File: src/hdl/mrrc_pkg.sv
package mrrc_pkg;

    localparam logic [15:0] CRC_INIT = 16'hFFFF;
    localparam logic [15:0] CRC_POLY = 16'hA001;

    // configuration register indexes and reset values
    localparam logic CFG_SLAVE_ADDRESS = 1'b0;
    localparam logic CFG_FUNCTION_CODE = 1'b1;
    localparam logic [7:0] RST_SLAVE_ADDRESS = 8'h01;
    localparam logic [7:0] RST_FUNCTION_CODE = 8'h03;

    localparam logic KIND_WORD   = 1'b0;
    localparam logic KIND_STATUS = 1'b1;

    localparam logic [1:0] ST_OK     = 2'd0;
    localparam logic [1:0] ST_CRC    = 2'd1;
    localparam logic [1:0] ST_EXCEPT = 2'd2;
    localparam logic [1:0] ST_LENGTH = 2'd3;

    // one finished frame, handed from the byte front end to the result back end
    typedef struct packed {
        logic [1:0] status;
        logic [7:0] exc;
        logic [8:0] flen;
        logic [5:0] nw;
        logic       bank;
    } t_frame_desc;

endpackage

File: src/hdl/mrrc_ram.sv
module mrrc_ram #(
    parameter int WIDTH = 16,
    parameter int DEPTH = 64
) (
    input  logic                     i_clk,
    input  logic                     i_we,
    input  logic [$clog2(DEPTH)-1:0] i_waddr,
    input  logic [WIDTH-1:0]         i_wdata,
    input  logic                     i_re,
    input  logic [$clog2(DEPTH)-1:0] i_raddr,
    output logic [WIDTH-1:0]         o_rdata
);

    logic [WIDTH-1:0] r_mem [DEPTH];
    logic [WIDTH-1:0] r_rdata;

    always_ff @(posedge i_clk) begin
        if (i_we) begin
            r_mem[i_waddr] <= i_wdata;
        end
        if (i_re) begin
            r_rdata <= r_mem[i_raddr];
        end
    end

    assign o_rdata = r_rdata;

endmodule

File: src/hdl/mrrc_front.sv
module mrrc_front #(
    parameter int MAX_FRAME = 256,
    parameter int MAX_WORDS = 32,
    localparam int IW = (MAX_WORDS > 1) ? $clog2(MAX_WORDS) : 1
) (
    input  logic                  i_clk,
    input  logic                  i_rst_n,
    input  logic                  i_valid,
    output logic                  o_stall,
    input  logic [7:0]            i_rx_byte,
    input  logic                  i_frame_end,
    input  logic [7:0]            i_slave_address,
    input  logic [7:0]            i_function_code,
    input  logic                  i_hold,
    input  logic                  i_q_full,
    output logic                  o_push,
    output mrrc_pkg::t_frame_desc o_desc,
    output logic                  o_wr_en,
    output logic [IW:0]           o_wr_addr,
    output logic [15:0]           o_wr_data
);

    localparam int CW = $clog2(MAX_FRAME + 2);
    localparam logic [CW-1:0] CNT_MAX   = CW'(MAX_FRAME + 1);
    localparam logic [CW-1:0] CNT_FRAME = CW'(MAX_FRAME);

    localparam logic [1:0] S_IDLE  = 2'd0;
    localparam logic [1:0] S_SHIFT = 2'd1;
    localparam logic [1:0] S_FIN   = 2'd2;

    logic [1:0]    r_state;
    logic [15:0]   r_crc;
    logic [CW-1:0] r_cnt;
    logic [2:0]    r_bit;
    logic          r_end;
    logic          r_bank;
    logic [7:0]    r_dly0;
    logic [7:0]    r_dly1;
    logic [7:0]    r_addr;
    logic [7:0]    r_func;
    logic [7:0]    r_count;
    logic [7:0]    r_high;

    logic          accept;
    logic [15:0]   pos16;
    logic [15:0]   wi16;
    logic [15:0]   flen16;
    logic [15:0]   nw16;
    logic [15:0]   lim16;
    logic          foreign;
    logic          too;
    logic          crc_bad;
    logic [15:0]   crc_step;

    assign o_stall = (r_state != S_IDLE) || i_hold;
    assign accept  = i_valid && !o_stall;

    assign crc_step = r_crc[0] ? ((r_crc >> 1) ^ mrrc_pkg::CRC_POLY) : (r_crc >> 1);

    // word store write: second byte of each register pair
    assign pos16     = {{(16-CW){1'b0}}, r_cnt};
    assign wi16      = (pos16 - 16'd4) >> 1;
    assign o_wr_en   = accept && (pos16 >= 16'd4) && (r_cnt <= CNT_FRAME) && !r_cnt[0]
                       && (wi16 < 16'(MAX_WORDS));
    assign o_wr_addr = {r_bank, wi16[IW-1:0]};
    assign o_wr_data = {r_high, i_rx_byte};

    // frame end checks
    assign flen16  = (pos16 >= 16'd2) ? (pos16 - 16'd2) : 16'd0;
    assign foreign = (r_addr != i_slave_address);
    assign too     = (pos16 > 16'(MAX_FRAME)) || (pos16 < 16'd5);
    assign crc_bad = (r_crc != {r_dly1, r_dly0});
    assign lim16   = (flen16 - 16'd3) >> 1;

    always_comb begin
        nw16 = {9'd0, r_count[7:1]};
        if (lim16 < nw16) begin
            nw16 = lim16;
        end
        if (16'(MAX_WORDS) < nw16) begin
            nw16 = 16'(MAX_WORDS);
        end
        if (16'd32 < nw16) begin
            nw16 = 16'd32;
        end

        o_desc.flen = flen16[8:0];
        o_desc.bank = r_bank;
        o_desc.exc  = 8'd0;
        o_desc.nw   = 6'd0;
        if (too) begin
            o_desc.status = mrrc_pkg::ST_LENGTH;
        end else if (crc_bad) begin
            o_desc.status = mrrc_pkg::ST_CRC;
        end else if (r_func != i_function_code) begin
            o_desc.status = mrrc_pkg::ST_EXCEPT;
            o_desc.exc    = r_count;
        end else begin
            o_desc.status = mrrc_pkg::ST_OK;
            o_desc.nw     = nw16[5:0];
        end
    end

    assign o_push = (r_state == S_FIN) && !foreign && !i_q_full;

    always_ff @(posedge i_clk) begin
        if (!i_rst_n) begin
            r_state <= S_IDLE;
            r_crc   <= mrrc_pkg::CRC_INIT;
            r_cnt   <= '0;
            r_bit   <= 3'd0;
            r_end   <= 1'b0;
            r_bank  <= 1'b0;
            r_dly0  <= 8'd0;
            r_dly1  <= 8'd0;
            r_addr  <= 8'd0;
            r_func  <= 8'd0;
            r_count <= 8'd0;
            r_high  <= 8'd0;
        end else begin
            case (r_state)
                S_IDLE: begin
                    if (accept) begin
                        r_end  <= i_frame_end;
                        r_dly0 <= r_dly1;
                        r_dly1 <= i_rx_byte;
                        if (r_cnt == CW'(0)) begin
                            r_addr <= i_rx_byte;
                        end else if (r_cnt == CW'(1)) begin
                            r_func <= i_rx_byte;
                        end else if (r_cnt == CW'(2)) begin
                            r_count <= i_rx_byte;
                        end else if (r_cnt <= CNT_FRAME && r_cnt[0]) begin
                            r_high <= i_rx_byte;
                        end
                        if (r_cnt < CNT_MAX) begin
                            r_cnt <= r_cnt + CW'(1);
                        end
                        if (r_cnt >= CW'(2)) begin
                            r_crc   <= r_crc ^ {8'h00, r_dly0};
                            r_bit   <= 3'd0;
                            r_state <= S_SHIFT;
                        end else if (i_frame_end) begin
                            r_state <= S_FIN;
                        end
                    end
                end
                S_SHIFT: begin
                    r_crc <= crc_step;
                    r_bit <= r_bit + 3'd1;
                    if (r_bit == 3'd7) begin
                        r_state <= r_end ? S_FIN : S_IDLE;
                    end
                end
                S_FIN: begin
                    if (foreign || !i_q_full) begin
                        if (!foreign) begin
                            r_bank <= !r_bank;
                        end
                        r_state <= S_IDLE;
                        r_crc   <= mrrc_pkg::CRC_INIT;
                        r_cnt   <= '0;
                        r_end   <= 1'b0;
                        r_dly0  <= 8'd0;
                        r_dly1  <= 8'd0;
                        r_addr  <= 8'd0;
                        r_func  <= 8'd0;
                        r_count <= 8'd0;
                        r_high  <= 8'd0;
                    end
                end
                default: begin
                    r_state <= S_IDLE;
                end
            endcase
        end
    end

    a_cnt_bound: assert property (@(posedge i_clk) disable iff (!i_rst_n)
        r_cnt <= CNT_MAX)
        else $error("byte counter past saturation");

    a_bank_free: assert property (@(posedge i_clk) disable iff (!i_rst_n)
        o_wr_en |-> !i_hold)
        else $error("word written while both banks are in use");

endmodule

File: src/hdl/mrrc_queue.sv
module mrrc_queue (
    input  logic                  i_clk,
    input  logic                  i_rst_n,
    input  logic                  i_push,
    input  mrrc_pkg::t_frame_desc i_desc,
    input  logic                  i_pop,
    output mrrc_pkg::t_frame_desc o_head,
    output logic                  o_empty,
    output logic                  o_full,
    output logic [1:0]            o_count
);

    mrrc_pkg::t_frame_desc r_mem [2];
    logic       r_wp;
    logic       r_rp;
    logic [1:0] r_count;

    assign o_head  = r_mem[r_rp];
    assign o_empty = (r_count == 2'd0);
    assign o_full  = (r_count == 2'd2);
    assign o_count = r_count;

    always_ff @(posedge i_clk) begin
        if (i_push) begin
            r_mem[r_wp] <= i_desc;
        end
    end

    always_ff @(posedge i_clk) begin
        if (!i_rst_n) begin
            r_wp    <= 1'b0;
            r_rp    <= 1'b0;
            r_count <= 2'd0;
        end else begin
            if (i_push) begin
                r_wp <= !r_wp;
            end
            if (i_pop) begin
                r_rp <= !r_rp;
            end
            case ({i_push, i_pop})
                2'b10:   r_count <= r_count + 2'd1;
                2'b01:   r_count <= r_count - 2'd1;
                default: r_count <= r_count;
            endcase
        end
    end

    a_no_overflow: assert property (@(posedge i_clk) disable iff (!i_rst_n)
        i_push |-> (r_count != 2'd2))
        else $error("frame queue overflow");

    a_no_underflow: assert property (@(posedge i_clk) disable iff (!i_rst_n)
        i_pop |-> (r_count != 2'd0))
        else $error("frame queue underflow");

endmodule

File: src/hdl/mrrc_back.sv
module mrrc_back #(
    parameter int MAX_WORDS = 32,
    localparam int IW = (MAX_WORDS > 1) ? $clog2(MAX_WORDS) : 1
) (
    input  logic                  i_clk,
    input  logic                  i_rst_n,
    input  mrrc_pkg::t_frame_desc i_desc,
    input  logic                  i_empty,
    output logic                  o_pop,
    output logic                  o_busy,
    output logic                  o_rd_en,
    output logic [IW:0]           o_rd_addr,
    input  logic [15:0]           i_rd_data,
    output logic                  o_valid,
    input  logic                  i_stall,
    output logic                  o_result_kind,
    output logic [15:0]           o_reg_word,
    output logic [4:0]            o_word_index,
    output logic [1:0]            o_frame_status,
    output logic [7:0]            o_exception_code,
    output logic [8:0]            o_frame_length,
    output logic                  o_last
);

    localparam logic [1:0] B_IDLE = 2'd0;
    localparam logic [1:0] B_NEXT = 2'd1;
    localparam logic [1:0] B_LOAD = 2'd2;

    logic [1:0]            r_state;
    mrrc_pkg::t_frame_desc r_desc;
    logic [5:0]            r_idx;
    logic                  r_ovalid;
    logic                  r_kind;
    logic [15:0]           r_word;
    logic [4:0]            r_windex;
    logic [1:0]            r_status;
    logic [7:0]            r_exc;
    logic [8:0]            r_flen;
    logic                  r_last;

    logic out_free;
    logic more;
    logic load_word;
    logic load_status;

    assign out_free    = !r_ovalid || !i_stall;
    assign more        = (r_idx < r_desc.nw);
    assign o_pop       = (r_state == B_IDLE) && !i_empty;
    assign o_busy      = (r_state != B_IDLE);
    assign o_rd_en     = (r_state == B_NEXT) && more;
    assign o_rd_addr   = {r_desc.bank, r_idx[IW-1:0]};
    assign load_word   = (r_state == B_LOAD) && out_free;
    assign load_status = (r_state == B_NEXT) && !more && out_free;

    always_ff @(posedge i_clk) begin
        if (!i_rst_n) begin
            r_state  <= B_IDLE;
            r_idx    <= 6'd0;
            r_ovalid <= 1'b0;
        end else begin
            if (load_word || load_status) begin
                r_ovalid <= 1'b1;
            end else if (!i_stall) begin
                r_ovalid <= 1'b0;
            end
            case (r_state)
                B_IDLE: begin
                    if (!i_empty) begin
                        r_idx   <= 6'd0;
                        r_state <= B_NEXT;
                    end
                end
                B_NEXT: begin
                    if (more) begin
                        r_state <= B_LOAD;
                    end else if (out_free) begin
                        r_state <= B_IDLE;
                    end
                end
                B_LOAD: begin
                    if (out_free) begin
                        r_idx   <= r_idx + 6'd1;
                        r_state <= B_NEXT;
                    end
                end
                default: begin
                    r_state <= B_IDLE;
                end
            endcase
        end
    end

    // descriptor and result word, no reset needed
    always_ff @(posedge i_clk) begin
        if (o_pop) begin
            r_desc <= i_desc;
        end
        if (load_word) begin
            r_kind   <= mrrc_pkg::KIND_WORD;
            r_word   <= i_rd_data;
            r_windex <= r_idx[4:0];
            r_status <= mrrc_pkg::ST_OK;
            r_exc    <= 8'd0;
            r_flen   <= r_desc.flen;
            r_last   <= 1'b0;
        end else if (load_status) begin
            r_kind   <= mrrc_pkg::KIND_STATUS;
            r_word   <= 16'd0;
            r_windex <= 5'd0;
            r_status <= r_desc.status;
            r_exc    <= r_desc.exc;
            r_flen   <= r_desc.flen;
            r_last   <= 1'b1;
        end
    end

    assign o_valid          = r_ovalid;
    assign o_result_kind    = r_kind;
    assign o_reg_word       = r_word;
    assign o_word_index     = r_windex;
    assign o_frame_status   = r_status;
    assign o_exception_code = r_exc;
    assign o_frame_length   = r_flen;
    assign o_last           = r_last;

    a_idx_bound: assert property (@(posedge i_clk) disable iff (!i_rst_n)
        (r_state != B_IDLE) |-> (r_idx <= r_desc.nw))
        else $error("word index ran past frame word count");

endmodule

File: src/hdl/modbus_rtu_response_checker_unit.sv
// Modbus RTU response checker.
// Input channel (i_valid / o_stall): one frame byte per word, i_frame_end high
// on the last byte. Output channel (o_valid / i_stall): for a good frame, one
// word per register value (o_result_kind 0), then one status word
// (o_result_kind 1, o_last 1). Bad frames give only the status word; frames
// addressed to another slave give nothing.
// The byte front end takes the first two bytes of a frame directly and runs
// the CRC shift state after every later byte (CRC shifted one bit per cycle),
// then a finish state after the closing byte; the result back end takes a frame,
// then for each register word reads the word store and loads the output, then
// loads the status word. Two banks of word store let the next frame stream in
// while the previous one is still being emitted; input is stalled while two
// frames are outstanding.
// Configuration: i_cfg_we writes slave address (index 0) or function code
// (index 1); write only while the block is idle.
// Reset (synchronous, active low): slave address 1, function code 3, frame
// state and queue cleared. A stalled result word holds on the output register.
module modbus_rtu_response_checker_unit #(
    parameter int MAX_FRAME = 256,
    parameter int MAX_WORDS = 32
) (
    input  logic        i_clk,
    input  logic        i_rst_n,
    input  logic        i_cfg_we,
    input  logic        i_cfg_index,
    input  logic [7:0]  i_cfg_data,
    input  logic        i_valid,
    output logic        o_stall,
    input  logic [7:0]  i_rx_byte,
    input  logic        i_frame_end,
    output logic        o_valid,
    input  logic        i_stall,
    output logic        o_result_kind,
    output logic [15:0] o_reg_word,
    output logic [4:0]  o_word_index,
    output logic [1:0]  o_frame_status,
    output logic [7:0]  o_exception_code,
    output logic [8:0]  o_frame_length,
    output logic        o_last
);

    localparam int IW = (MAX_WORDS > 1) ? $clog2(MAX_WORDS) : 1;

    logic [7:0] r_slave_address;
    logic [7:0] r_function_code;

    logic                  push;
    logic                  pop;
    logic                  q_empty;
    logic                  q_full;
    logic [1:0]            q_count;
    logic                  back_busy;
    logic                  hold;
    mrrc_pkg::t_frame_desc push_desc;
    mrrc_pkg::t_frame_desc head_desc;
    logic                  wr_en;
    logic [IW:0]           wr_addr;
    logic [15:0]           wr_data;
    logic                  rd_en;
    logic [IW:0]           rd_addr;
    logic [15:0]           rd_data;
    logic [2:0]            outstanding;

    always_ff @(posedge i_clk) begin
        if (!i_rst_n) begin
            r_slave_address <= mrrc_pkg::RST_SLAVE_ADDRESS;
            r_function_code <= mrrc_pkg::RST_FUNCTION_CODE;
        end else if (i_cfg_we) begin
            case (i_cfg_index)
                mrrc_pkg::CFG_SLAVE_ADDRESS: r_slave_address <= i_cfg_data;
                mrrc_pkg::CFG_FUNCTION_CODE: r_function_code <= i_cfg_data;
                default: begin
                    r_slave_address <= r_slave_address;
                end
            endcase
        end
    end

    // frames holding a word bank: queued plus the one being emitted
    assign outstanding = {1'b0, q_count} + {2'b00, back_busy};
    assign hold        = (outstanding >= 3'd2);

    mrrc_front #(
        .MAX_FRAME (MAX_FRAME),
        .MAX_WORDS (MAX_WORDS)
    ) u_front (
        .i_clk           (i_clk),
        .i_rst_n         (i_rst_n),
        .i_valid         (i_valid),
        .o_stall         (o_stall),
        .i_rx_byte       (i_rx_byte),
        .i_frame_end     (i_frame_end),
        .i_slave_address (r_slave_address),
        .i_function_code (r_function_code),
        .i_hold          (hold),
        .i_q_full        (q_full),
        .o_push          (push),
        .o_desc          (push_desc),
        .o_wr_en         (wr_en),
        .o_wr_addr       (wr_addr),
        .o_wr_data       (wr_data)
    );

    mrrc_ram #(
        .WIDTH (16),
        .DEPTH (2 << IW)
    ) u_word_store (
        .i_clk   (i_clk),
        .i_we    (wr_en),
        .i_waddr (wr_addr),
        .i_wdata (wr_data),
        .i_re    (rd_en),
        .i_raddr (rd_addr),
        .o_rdata (rd_data)
    );

    mrrc_queue u_queue (
        .i_clk   (i_clk),
        .i_rst_n (i_rst_n),
        .i_push  (push),
        .i_desc  (push_desc),
        .i_pop   (pop),
        .o_head  (head_desc),
        .o_empty (q_empty),
        .o_full  (q_full),
        .o_count (q_count)
    );

    mrrc_back #(
        .MAX_WORDS (MAX_WORDS)
    ) u_back (
        .i_clk            (i_clk),
        .i_rst_n          (i_rst_n),
        .i_desc           (head_desc),
        .i_empty          (q_empty),
        .o_pop            (pop),
        .o_busy           (back_busy),
        .o_rd_en          (rd_en),
        .o_rd_addr        (rd_addr),
        .i_rd_data        (rd_data),
        .o_valid          (o_valid),
        .i_stall          (i_stall),
        .o_result_kind    (o_result_kind),
        .o_reg_word       (o_reg_word),
        .o_word_index     (o_word_index),
        .o_frame_status   (o_frame_status),
        .o_exception_code (o_exception_code),
        .o_frame_length   (o_frame_length),
        .o_last           (o_last)
    );

    a_outstanding: assert property (@(posedge i_clk) disable iff (!i_rst_n)
        outstanding <= 3'd2)
        else $error("more than two frames hold word banks");

endmodule

File: config.mk
export PLATFORM = sky130hd
export DESIGN_NAME = modbus_rtu_response_checker_unit
export DESIGN_NICKNAME = d
export VERILOG_FILES = /design/src/hdl/mrrc_pkg.sv /design/src/hdl/mrrc_ram.sv /design/src/hdl/mrrc_front.sv /design/src/hdl/mrrc_queue.sv /design/src/hdl/mrrc_back.sv /design/src/hdl/modbus_rtu_response_checker_unit.sv
export SDC_FILE = /design/constraint.sdc
export NUM_CORES = 1
export LEC_CHECK = 0
export ABC_AREA = 1
export CAP_MARGIN = 20
export CELL_PAD_IN_SITES_DETAIL_PLACEMENT = 2
export CELL_PAD_IN_SITES_GLOBAL_PLACEMENT = 2
export CORE_MARGIN = 10
export CORE_UTILIZATION = 45
export DETAILED_ROUTE_END_ITERATION = 10
export DONT_BUFFER_PORTS = 1
export PLACE_DENSITY_LB_ADDON = 0.2
export SYNTH_ARGS = -nofsm -noshare
export SYNTH_HDL_FRONTEND = slang
export SYNTH_SLANG_ARGS = --single-unit
File: constraint.sdc
create_clock -name i_clk -period 4.6 [get_ports i_clk]
set_clock_uncertainty 0.15 [all_clocks]
set_input_delay 0.23 -clock i_clk [delete_from_list [all_inputs] [get_ports i_clk]]
set_output_delay 0.23 -clock i_clk [all_outputs]
set_load 0.1 [all_outputs]
Word-level counts from Yosys, hierarchy flattened
Memory sizes are Yosys's and may differ from the RTL's. A register that Yosys moved wholly into a read port is not among the register bits.
Index checks and enable logic that the tools add are counted.
{"block": "op_classes", "add_sub_neg": 9, "order_cmp": 13, "eq_ne": 30, "mux": 79, "bitwise": 4, "n_reduce_logical": 55}
{"cell": "8-bit two-way mux", "count": 20}
{"cell": "16-bit two-way mux", "count": 7}
{"cell": "8-bit one-hot mux with 2 select lines", "count": 6}
{"cell": "16-bit one-hot mux with 3 select lines", "count": 1}
{"cell": "9-bit two-way mux", "count": 5}
{"cell": "6-bit two-way mux", "count": 6}
{"cell": "15-bit two-way mux", "count": 2}
{"cell": "2-bit two-way mux", "count": 13}
{"cell": "2-bit by 1-bit inequality test with 1-bit output, second input constant", "count": 10}
{"cell": "9-bit by 2-bit greater-or-equal comparator with 1-bit output, second input constant", "count": 2}
{"cell": "9-bit one-hot mux with 2 select lines", "count": 1}
{"cell": "6-bit by 16-bit less-than comparator with 1-bit output, first input constant", "count": 1}
{"cell": "16-bit inequality test", "count": 1}
{"cell": "8-bit inequality test", "count": 2}
{"cell": "4-bit AND reduction", "count": 4}
{"cell": "16-bit by 2-bit subtractor with 16-bit output, second input constant", "count": 1}
{"cell": "16-bit by 8-bit bitwise XOR with 16-bit output", "count": 1}
{"cell": "15-bit by 6-bit less-than comparator with 1-bit output, second input constant", "count": 1}
{"cell": "15-bit by 7-bit less-than comparator with 1-bit output", "count": 1}
{"cell": "6-bit by 15-bit less-than comparator with 1-bit output, first input constant", "count": 1}
{"cell": "3-bit AND reduction", "count": 5}
{"cell": "2-bit nonzero test", "count": 7}
{"cell": "1-bit logical AND", "count": 13}
{"cell": "2-bit one-hot mux with 3 select lines", "count": 2}
{"cell": "41 further kinds", "count": 77}
{"block": "word_totals", "reg_bits": 150, "ram_bits": 1076, "input_bits": 23, "output_inout_bits": 44, "elab_cells": 218, "n_memories": 2}
{"name": "u_word_store.r_mem", "words": 64, "word_bits": 16, "read_ports": 1, "rd_ports_with_merged_regs": 1, "wr": 1, "line": "mrrc_ram.sv:14", "rtl": "logic [WIDTH-1:0] r_mem [DEPTH];"}
{"name": "u_queue.r_mem", "words": 2, "word_bits": 26, "read_ports": 1, "rd_ports_with_merged_regs": 1, "wr": 1, "line": "mrrc_queue.sv:13", "rtl": "mrrc_pkg::t_frame_desc r_mem [2];"}

Logic depth before layout (Yosys ltp)
Gate-level depths: netlist of run 1.
{"block": "depth", "depth_word": 12, "depth_mapped": 27, "mapped_depth_nobuf": 27}

By module
A second synthesis of run 1 with hierarchy kept.
{"block": "unflattened", "hier_cells": 4769, "area_unflattened_um2": 53301.1}
{"mod": "mrrc_ram", "instances": 1, "cells_each": 3534, "area_each_um2": 42300.6, "seq_area_each_um2": 31230.0}
{"mod": "mrrc_front", "instances": 1, "cells_each": 746, "area_each_um2": 5102.4, "seq_area_each_um2": 1601.5}
{"mod": "mrrc_back", "instances": 1, "cells_each": 287, "area_each_um2": 3050.4, "seq_area_each_um2": 2082.0}
{"mod": "mrrc_queue", "instances": 1, "cells_each": 116, "area_each_um2": 2207.1, "seq_area_each_um2": 1661.6}
{"mod": "modbus_rtu_response_checker_unit", "instances": 1, "cells_each": 86, "area_each_um2": 640.6, "seq_area_each_um2": 320.3}

Worst setup path before layout of run 1
OpenSTA, ideal clock, no wires.
{"block": "synth_timing", "kind": "register to register", "from": "reg u_front.r_cnt[2]", "to": "mem u_queue.r_mem[0][1] (netlist name), data pin", "setup_ns": 0.264, "arrival_ns": 3.082, "required_time_ns": 4.186, "setup_slack_ns": 1.105, "stages_incl_launch_ff": 26, "n_path_buf": 0, "path_cell_list": "dfxtp_1 > inv_2 > ha_1 > inv_1 > nor2_1 > nand2_1 > nand2_1 > nor2_2 > nor2_1 > ha_1 > inv_1 > xor2_1 > inv_1 > ha_1 > nand3_1 > nand2_1 > nand3_1 > nand3_1 > nand2_1 > nand2_1 > nand2_1 > nand4_4 > o21ai_1 > nor2_1 > nand2_1 > a21oi_1"}
{"element": "start, declared", "line": "mrrc_front.sv:33", "rtl": "logic [CW-1:0] r_cnt;"}
{"element": "start signal, assigned", "line": "mrrc_front.sv:137", "rtl": "r_cnt <= r_cnt + CW'(1);"}
{"element": "end, declared", "line": "mrrc_queue.sv:13"}

==> results of run 1 <==
-- repair_timing --
| item | in CTS | in global routing |
|---|---|---|
| resized for setup | 1 | 12 |
| setup endpoints to repair | 6 | 10 |
| hold endpoints to repair | 617 | 0 |
| hold buffers | 42 | 0 |
| pin swaps | 0 | 1 |
-- cell type report --
cell class / count / area, µm²
antenna: 3 / 7.507
clock buffer: 187 / 3847
clock inverter: 64 / 540.5
fill: 10550 / 53430
inverter: 144 / 558.0
multi-input combinational: 2409 / 12150
sequential: 1268 / 36900
tap: 1488 / 1862
timing repair buffer: 175 / 1672
-- cells by family after synthesis --
| group | after synthesis |
|---|---|
| AOI/OAI and AO/OA | 1039 |
| and+or+nand+nor | 1313 |
| buffers and inverters | 399 |
| DFF | 1268 |
| adders and majority gates | 28 |
| xor gates and xnor gates | 29 |
-- per-layer routing --
layer  global-route usage [%]  wire [µm]  up-vias  part of all wire (%)
met3                    4.527      11600      509                   6.0
met2                    51.43      96310     1561                    50
met4                    16.32      11220        6                   5.8
met5                        0         43        -                 0.022
met1                    36.19      72960    18910                    38
li1                         -          -    15100                     -
-- sequential cells by signal, summed over array words and instances, names as in the netlist, 9 cells and up --
signal and flops:
u_word_store.r_mem 1024, u_queue.r_mem 52, u_back.r_desc 25, u_back.o_reg_word 16, u_front.r_crc 16, u_word_store.o_rdata 16
u_back.o_frame_length 9, u_front.r_cnt 9
-- power breakdown --
group / total (mW) / switching [mW] / leakage, nW / internal, mW
clock network: 11.1 / 4.77 / 2.14 / 6.32
registers: 14.1 / 0.855 / 11.4 / 13.3
logic: 8.77 / 6.64 / 5.83 / 2.12
total: 34.0 / 12.3 / 19.4 / 21.7
-- worst max-delay path, stage by stage, from the launching register on --
cell and delay [ns]:
dfxtp_4 0.40, inv_2 0.11, ha_1 0.22, inv_1 0.07, nor2_1 0.06, nand2_1 0.11
nand2_1 0.09, nor2_4 0.19, nor2_1 0.10, ha_1 0.20, inv_1 0.14, xor2_1 0.25
inv_1 0.07, ha_1 0.28, nand3_1 0.08, nand2_1 0.09, nand3_1 0.09, nand3_1 0.09
nand2_1 0.06, nand2_1 0.10, nand2_2 0.13, nand4_4 0.19, nand2_1 0.08, nand2_1 0.12
nand2_1 0.08, nor2_1 0.14, nand2_2 0.14, a21oi_2 0.23
-- cell usage after synthesis (35+ instances only) --
cell / n
nor2_1: 688
nand3_1: 125
o22ai_1: 156
o221ai_1: 102
nand2_1: 369
clkbuf_1: 229
o21ai_0: 591
a21oi_1: 115
inv_1: 134
edfxtp_1: 1148
dfxtp_1: 120
nand4_1: 72
o211ai_1: 35
-- how the worst max path moves through the flow --
stage                           from                  end  slack [ns]  cells after the start
global placement    u_front.r_cnt[2]  u_queue.r_mem[0][5]        0.57                     25
CTS                 u_front.r_cnt[2]  u_queue.r_mem[0][3]         0.1                     26
detailed placement  u_front.r_cnt[2]  u_queue.r_mem[0][3]        0.33                     24
global route        u_front.r_cnt[2]  u_queue.r_mem[1][3]        0.04                     26
finish              u_front.r_cnt[2]  u_queue.r_mem[1][3]        0.34                     27
floorplan           u_front.r_cnt[2]  u_queue.r_mem[0][1]        1.10                     25
-- stage by stage --
stage	instance area [µm²]	power, mW	hold WS (ns)	setup WS, ns	std cells
final	57550	33.98	0.09489	0.3374	5738
after floorplan	50480	19.09	0.1789	1.105	4076
after global placement	52500	21.91	0.1774	0.5700	5441
after global routing	57540	35.26	0.1062	0.04482	5735
after detailed placement	52500	22.48	0.1830	0.3284	5441
after CTS	57470	33.96	0.04836	0.09612	5734
==> impl_metrics.json, run 1 <==
{
  "totalWireLength_um": 192100,
  "synth-seq-cells": 1268,
  "min_path_type": "primary input to flip-flop",
  "antenna_left": 0,
  "cts_max_path_buffers": 3,
  "synth.avg_cell_area_um2": 12.38,
  "yosysTopAreaCell": "edfxtp_1",
  "hp-start": "i_stall",
  "ys.flop_type": "edfxtp_1",
  "cts-root-buf": "clkbuf_16",
  "core_area_um2": 111000,
  "fin_nets": 4188,
  "slew_viol_final": 0,
  "yosys_warnings": 0,
  "h-tree-depth": 4,
  "cellPowerDensity_nw_per_um2": 590.5,
  "area_delta_synth_final_pct": 14.00,
  "timing.final.crit_share_pct": 92.67,
  "io_pins": 67,
  "seq_area_frac_synth_pct": 73.05,
  "drc": 0,
  "port_buffers": 0,
  "regToRegSetupSlack_ns": 0.34,
  "floorplan.rows": 122,
  "grt_max_degree": 214,
  "cts_tree": "built",
  "synthCells": 4076,
  "synth_edf_count": 1148,
  "worstHoldEndpoint": "u_back.o_exception_code[3]",
  "layout-drive-gt1-share_pct": 10.08,
  "netlist_area_um2": 50480,
  "dr.pass1.iters": 5,
  "cp.required_ns": 5.03,
  "yosys.area_share.xor_xnor_pct": 0.5032,
  "synth_nets": 4127,
  "grt_pass1_wl_um": 280900,
  "routabilityCongestion": 0.8194,
  "synth_top_family_by_area": "compound AO/OA/AOI/OAI gates",
  "maxCapViolations": 0,
  "die_area_um2": 126000,
  "mostFrequentLayoutCells": "1148 x edfxtp_1, 670 x nor2_1, 591 x o21ai_0",
  "yosysUniqueCellTypes": 52,
  "fin_util_pct": 51.85,
  "leakage_nw": 19.39,
  "die_h_um": 354.9,
  "synth_compound_area_share_pct": 11.85,
  "path_clk_slew_ns": 0.07,
  "worstMarginPinSlew_ns": 1.169,
  "cp-end-kind": "flip-flop",
  "whs_path_depth": 3,
  "vias_per_cell": 6.288,
  "critPathKind": "flip-flop to flip-flop",
  "antenna_found_initial": 7,
  "max-slew-margin-rel_pct": 22.08,
  "r2r-start": "u_front.r_cnt[2]",
  "synthTopCellsByArea": "edfxtp_1 68%, o21ai_0 5.9%, nor2_1 5.1%",
  "synthAdderAreaFrac_pct": 0.6940,
  "numClockSinks": 1268,
  "grt_overflow": 0,
  "status": "complete, no violations",
  "first_iter_violations": 3733,
  "fin_setup_tns_ns": 0,
  "start_util_pct": 45.49,
  "critPathMaxFanout": 9,
  "fp.dieW_um": 354.9,
  "clkLatencyLatePin_ns": 0.77,
  "fin_crit_ns": 4.263,
  "final_common_cell": "edfxtp_1",
  "synth.area.mux_share_pct": 0,
  "r2r-end": "u_queue.r_mem[1][3]",
  "vias": 36080,
  "grt_pass1_vias": 39580,
  "synth_top_area_share_pct": 68.29,
  "yosys.area_share.simple_pct": 10.86,
  "finalSetupViolCount": 0,
  "ff2ff_path_depth": 27,
  "async_flop_share_pct": 0,
  "cts_buffers": 139,
  "dp_hpwl_um": 110300,
  "start_kind": "flip-flop",
  "grt_use_total_pct": 29.97,
  "ir_worst_vdd_uv": 499.6,
  "arrival_ns": 4.70,
  "rsz0062_at_grt": "no",
  "hold_violations": 0,
  "fmax_mhz": 234.6,
  "wl_per_cell_um": 33.49,
  "post_cts_buffers": 0
}
Power figures use the tool's default switching activity.
==> run 2, diff against run 1 <==
Settings changed: ABC_AREA 1 to default, CORE_UTILIZATION 45 to 50, SLEW_MARGIN from default to 40.
Clock period 4.6 ns to 4.4 ns, I/O delays scaled along.
==> run 2 against run 1 <==
The run now fails in 3_5_place_dp. Area after synthesis down 1.1%. Synthesized cell count down 38%.
==> impl_metrics.json, run 2 <==
{
  "yosysUniqueCellTypes": 72,
  "error_line": "[ERROR DPL-0033] detailed placement checks failed during check placement.",
  "start_util_pct": 50.60,
  "synth.most_common_cell": "edfxtp_1",
  "port_buffers": 0,
  "ys.flop_type": "edfxtp_1",
  "yosys_warnings": 0,
  "status": "did not finish",
  "dp_hpwl_um": 111500,
  "synth_commonest_cells": "1148 x edfxtp_1, 336 x mux4_2, 152 x nor2_1",
  "synth_edf_count": 1148,
  "synthTopCellsByArea": "edfxtp_1 69%, mux4_2 15%, dfxtp_1 4.8%",
  "floorplan.rows": 115,
  "synthCells": 2542,
  "async_flop_share_pct": 0,
  "synth.avg_cell_area_um2": 19.65,
  "fp.dieW_um": 336.0,
  "io_pins": 67,
  "synth-seq-cells": 1268,
  "routabilityCongestion": 0.8489,
  "yosysTopAreaCell": "edfxtp_1",
  "die_h_um": 336.0,
  "synth_nets": 2593,
  "netlist_area_um2": 49940,
  "seq_area_frac_synth_pct": 73.84,
  "synth_top_area_share_pct": 69.03,
  "haltStage": "3_5_place_dp"
}
==> run 2: cell types whose count changed after synthesis, sizes merged, moves of 66 or more <==
cell,change
o22ai,-154
nand2,-256
o221ai,-97
mux4,+336
nor2,-545
clkbuf,-136
a21oi,-66
o21ai,-562
nand3,-91
inv,-117
==> run 2: logic make-up after synthesis <==
| kind of cell | after synthesis | synth area share [%] |
|---|---|---|
| AND/OR/NAND/NOR | 452 | 4.329 |
| multiplexers | 405 | 16.61 |
| XOR/XNOR | 55 | 0.9645 |
| buffers and inverters | 166 | 1.330 |
| flip-flops | 1268 | 73.84 |
| adder cells (fa/ha/maj) | 28 | 0.7015 |
| AO/OA/AOI/OAI | 168 | 2.227 |
==> run 2: metrics by stage <==
stage | setup slack, ns | hold slack (ns) | instances
floorplan | 0.01408 | 0.1689 | 2542
global placement | 0.2125 | 0.1404 | 3814
==> run 3, diff against run 2 <==
Settings changed: CELL_PAD_IN_SITES_DETAIL_PLACEMENT 2 to default, CELL_PAD_IN_SITES_GLOBAL_PLACEMENT 2 to default, CORE_UTILIZATION 50 to 35, PLACE_DENSITY_LB_ADDON 0.2 to 0.15.
==> run 3 against run 2 <==
The flow now finishes without violations. Synthesized cell count stayed put. Area after synthesis unchanged.
==> impl_metrics.json, run 3 <==
{
  "status": "complete, no violations",
  "antenna_found_initial": 7,
  "fp.dieW_um": 397.7,
  "pwr-share-seq_pct": 50.3,
  "mostFrequentLayoutCells": "1148 x edfxtp_1, 336 x mux4_2, 144 x clkbuf_16",
  "critPathMaxFanout": 7,
  "yosysUniqueCellTypes": 72,
  "area_delta_synth_final_pct": 18.13,
  "p_sw_share_pct": 24.90,
  "grt_use_total_pct": 15.78,
  "start_kind": "flip-flop",
  "routabilityCongestion": 0.8438,
  "drc": 0,
  "cts-root-buf": "clkbuf_16",
  "cts_max_path_buffers": 3,
  "place_ws_ns": 0.3138,
  "dp_hpwl_um": 79140,
  "path_clk_slew_ns": 0.06,
  "worst_slack_ns": 0.2905,
  "placed_cell_area_um2": 53910,
  "fin_nets": 2827,
  "max-slew-margin-rel_pct": 40.64,
  "hold_violations": 0,
  "yosys_warnings": 0,
  "numClockSinks": 1268,
  "place_inst": 4474,
  "dr.pass1.iters": 5,
  "clkLatencyLatePin_ns": 0.76,
  "slew_viol_final": 0,
  "nFillCells": 12410,
  "cts_tree": "built",
  "vias": 24910,
  "timing.final.crit_share_pct": 93.40,
  "switchingPower_mw": 7.130,
  "netlist_area_um2": 49940,
  "seq_area_frac_synth_pct": 73.84,
  "cp-end-kind": "flip-flop",
  "h-tree-depth": 4,
  "finalSetupViolCount": 0,
  "grt_pass1_wl_um": 182500,
  "synth_commonest_cells": "1148 x edfxtp_1, 336 x mux4_2, 152 x nor2_1",
  "floorplan.rows": 138,
  "fin_cells": 4772,
  "ir_worst_vdd_uv": 291.4,
  "start_util_pct": 35.27,
  "maxCapViolations": 0,
  "port_buffers": 0,
  "cp.required_ns": 4.74,
  "synth_edf_count": 1148,
  "worstMarginPinSlew_ns": 0.8923,
  "synth_nets": 2593,
  "fin_crit_ns": 4.109,
  "largest_reg_flops": 1024,
  "totalWireLength_um": 125500,
  "synth.avg_cell_area_um2": 19.65,
  "antenna_left": 0,
  "grt_pass1_vias": 25420,
  "p_comb_share_pct": 10.2,
  "yosysTopAreaCell": "edfxtp_1",
  "synthCells": 2542,
  "clkPwrFrac_pct": 39.4,
  "die_h_um": 397.7,
  "async_flop_share_pct": 0,
  "critPathKind": "flip-flop to flip-flop",
  "io_pins": 67,
  "cellPowerDensity_nw_per_um2": 485.5,
  "vias_per_cell": 5.221,
  "grt_overflow": 0,
  "fin_setup_tns_ns": 0,
  "grt_max_degree": 85,
  "cts_resized": 0,
  "wl_per_cell_um": 26.30,
  "core_area_um2": 141600,
  "power.internal_mw": 21.51,
  "synthTopCellsByArea": "edfxtp_1 69%, mux4_2 15%, dfxtp_1 4.8%",
  "synth-seq-cells": 1268,
  "leakage_nw": 18.57,
  "stdcell_area_um2": 59000,
  "synth.most_common_cell": "edfxtp_1",
  "synth_top_area_share_pct": 69.03,
  "first_iter_violations": 2130,
  "min_path_type": "primary input to flip-flop",
  "top_register": "u_word_store.r_mem",
  "final_common_cell": "edfxtp_1",
  "die_area_um2": 158200,
  "top_regs": "u_word_store.r_mem x1024, u_queue.r_mem x52, u_back.r_desc x25",
  "cts_buffers": 138,
  "ys.flop_type": "edfxtp_1",
  "rsz0062_at_grt": "no",
  "layout-drive-gt1-share_pct": 28.36,
  "fmax_mhz": 243.3,
  "hold_ws_ns": 0.07657,
  "arrival_ns": 4.45
}
run 3: cell counts after synthesis:
No cell type changed its count.
run 3: cell families (layout without fill, tap and decap cells):
family                   count (synthesis)  after routing  synth area share [%]
flip-flops                            1268           1268                 73.84
multiplexers                           405            405                 16.61
other                                    0              1                     0
AO/OA/AOI/OAI                          168            168                 2.227
buffers and inverters                  166            505                 1.330
AND/OR/NAND/NOR                        452            452                 4.329
XOR/XNOR                                55             55                0.9645
adder cells (fa/ha/maj)                 28             28                0.7015
run 3: power by group through the flow:
stage	clock network, mW	registers (mW)	logic, mW
2_1_floorplan	0	14.7	1.67
4_1_cts	11.6	14.4	2.95
3_3_place_gp	0	14.8	2.35
3_5_place_dp	0	14.7	2.78
5_1_grt	12.1	14.5	3.20
6_report	11.3	14.4	2.93
run 3: routing by layer:
| layer | vias up | wire (µm) | GRT usage (%) |
|---|---|---|---|
| li1 | 10770 | - | - |
| met1 | 13270 | 58390 | 22.93 |
| met2 | 719 | 57440 | 23.95 |
| met3 | 151 | 7423 | 3.510 |
| met4 | 0 | 2273 | 4.015 |
| met5 | - | 0 | 0 |
run 3: path summary, 6_finish.rpt:
kind	start	end	slack, ns	depth (start not counted)
min reg2reg	u_back.r_desc[13]	u_back.o_frame_length[6]	0.27	0
max reg2reg	u_front.r_cnt[8]	u_queue.r_mem[0][4]	0.29	15
min	i_cfg_data[2]	r_function_code[2]	0.08	3
max	u_front.r_cnt[8]	u_queue.r_mem[0][4]	0.29	15
run 3: layout make-up:
cell class / instances / area [µm²] / share of cell area [%]
antenna: 1 / 2.502 / 0.004242
timing repair buffer: 234 / 2686 / 4.553
inverter: 26 / 98.84 / 0.1675
multi-input combinational: 1108 / 12510 / 21.20
clock inverter: 62 / 644.4 / 1.092
sequential: 1268 / 36930 / 62.60
clock buffer: 183 / 3760 / 6.373
tap: 1890 / 2365 / 4.008
run 3: per-stage QoR:
step / util, % / power, mW
4_1_cts: 41.65 / 28.97
2_1_floorplan: - / 16.33
3_5_place_dp: 38.08 / 17.47
6_report: 41.67 / 28.64
5_1_grt: 41.67 / 29.75
3_3_place_gp: 37.55 / 17.18
run 3: what timing repair did:
item,CTS,global route
setup endpoints to repair,0,2
endpoints found under the hold margin,636,0
hold buffers,50,0
setup buffers,0,1
run 3: critical path, stage by stage (launching register included):
cell and delay (ns):
dfxtp_1 0.31, or4_4 0.55, nor4_4 0.35, nor2_1 0.11
ha_1 0.22, inv_1 0.12, nor3_1 0.07, a211o_1 0.30
a221oi_2 0.25, ha_1 0.30, a21o_1 0.16, a21oi_1 0.14
o211ai_1 0.12, a21oi_2 0.31, nor3_2 0.12, a32o_1 0.24
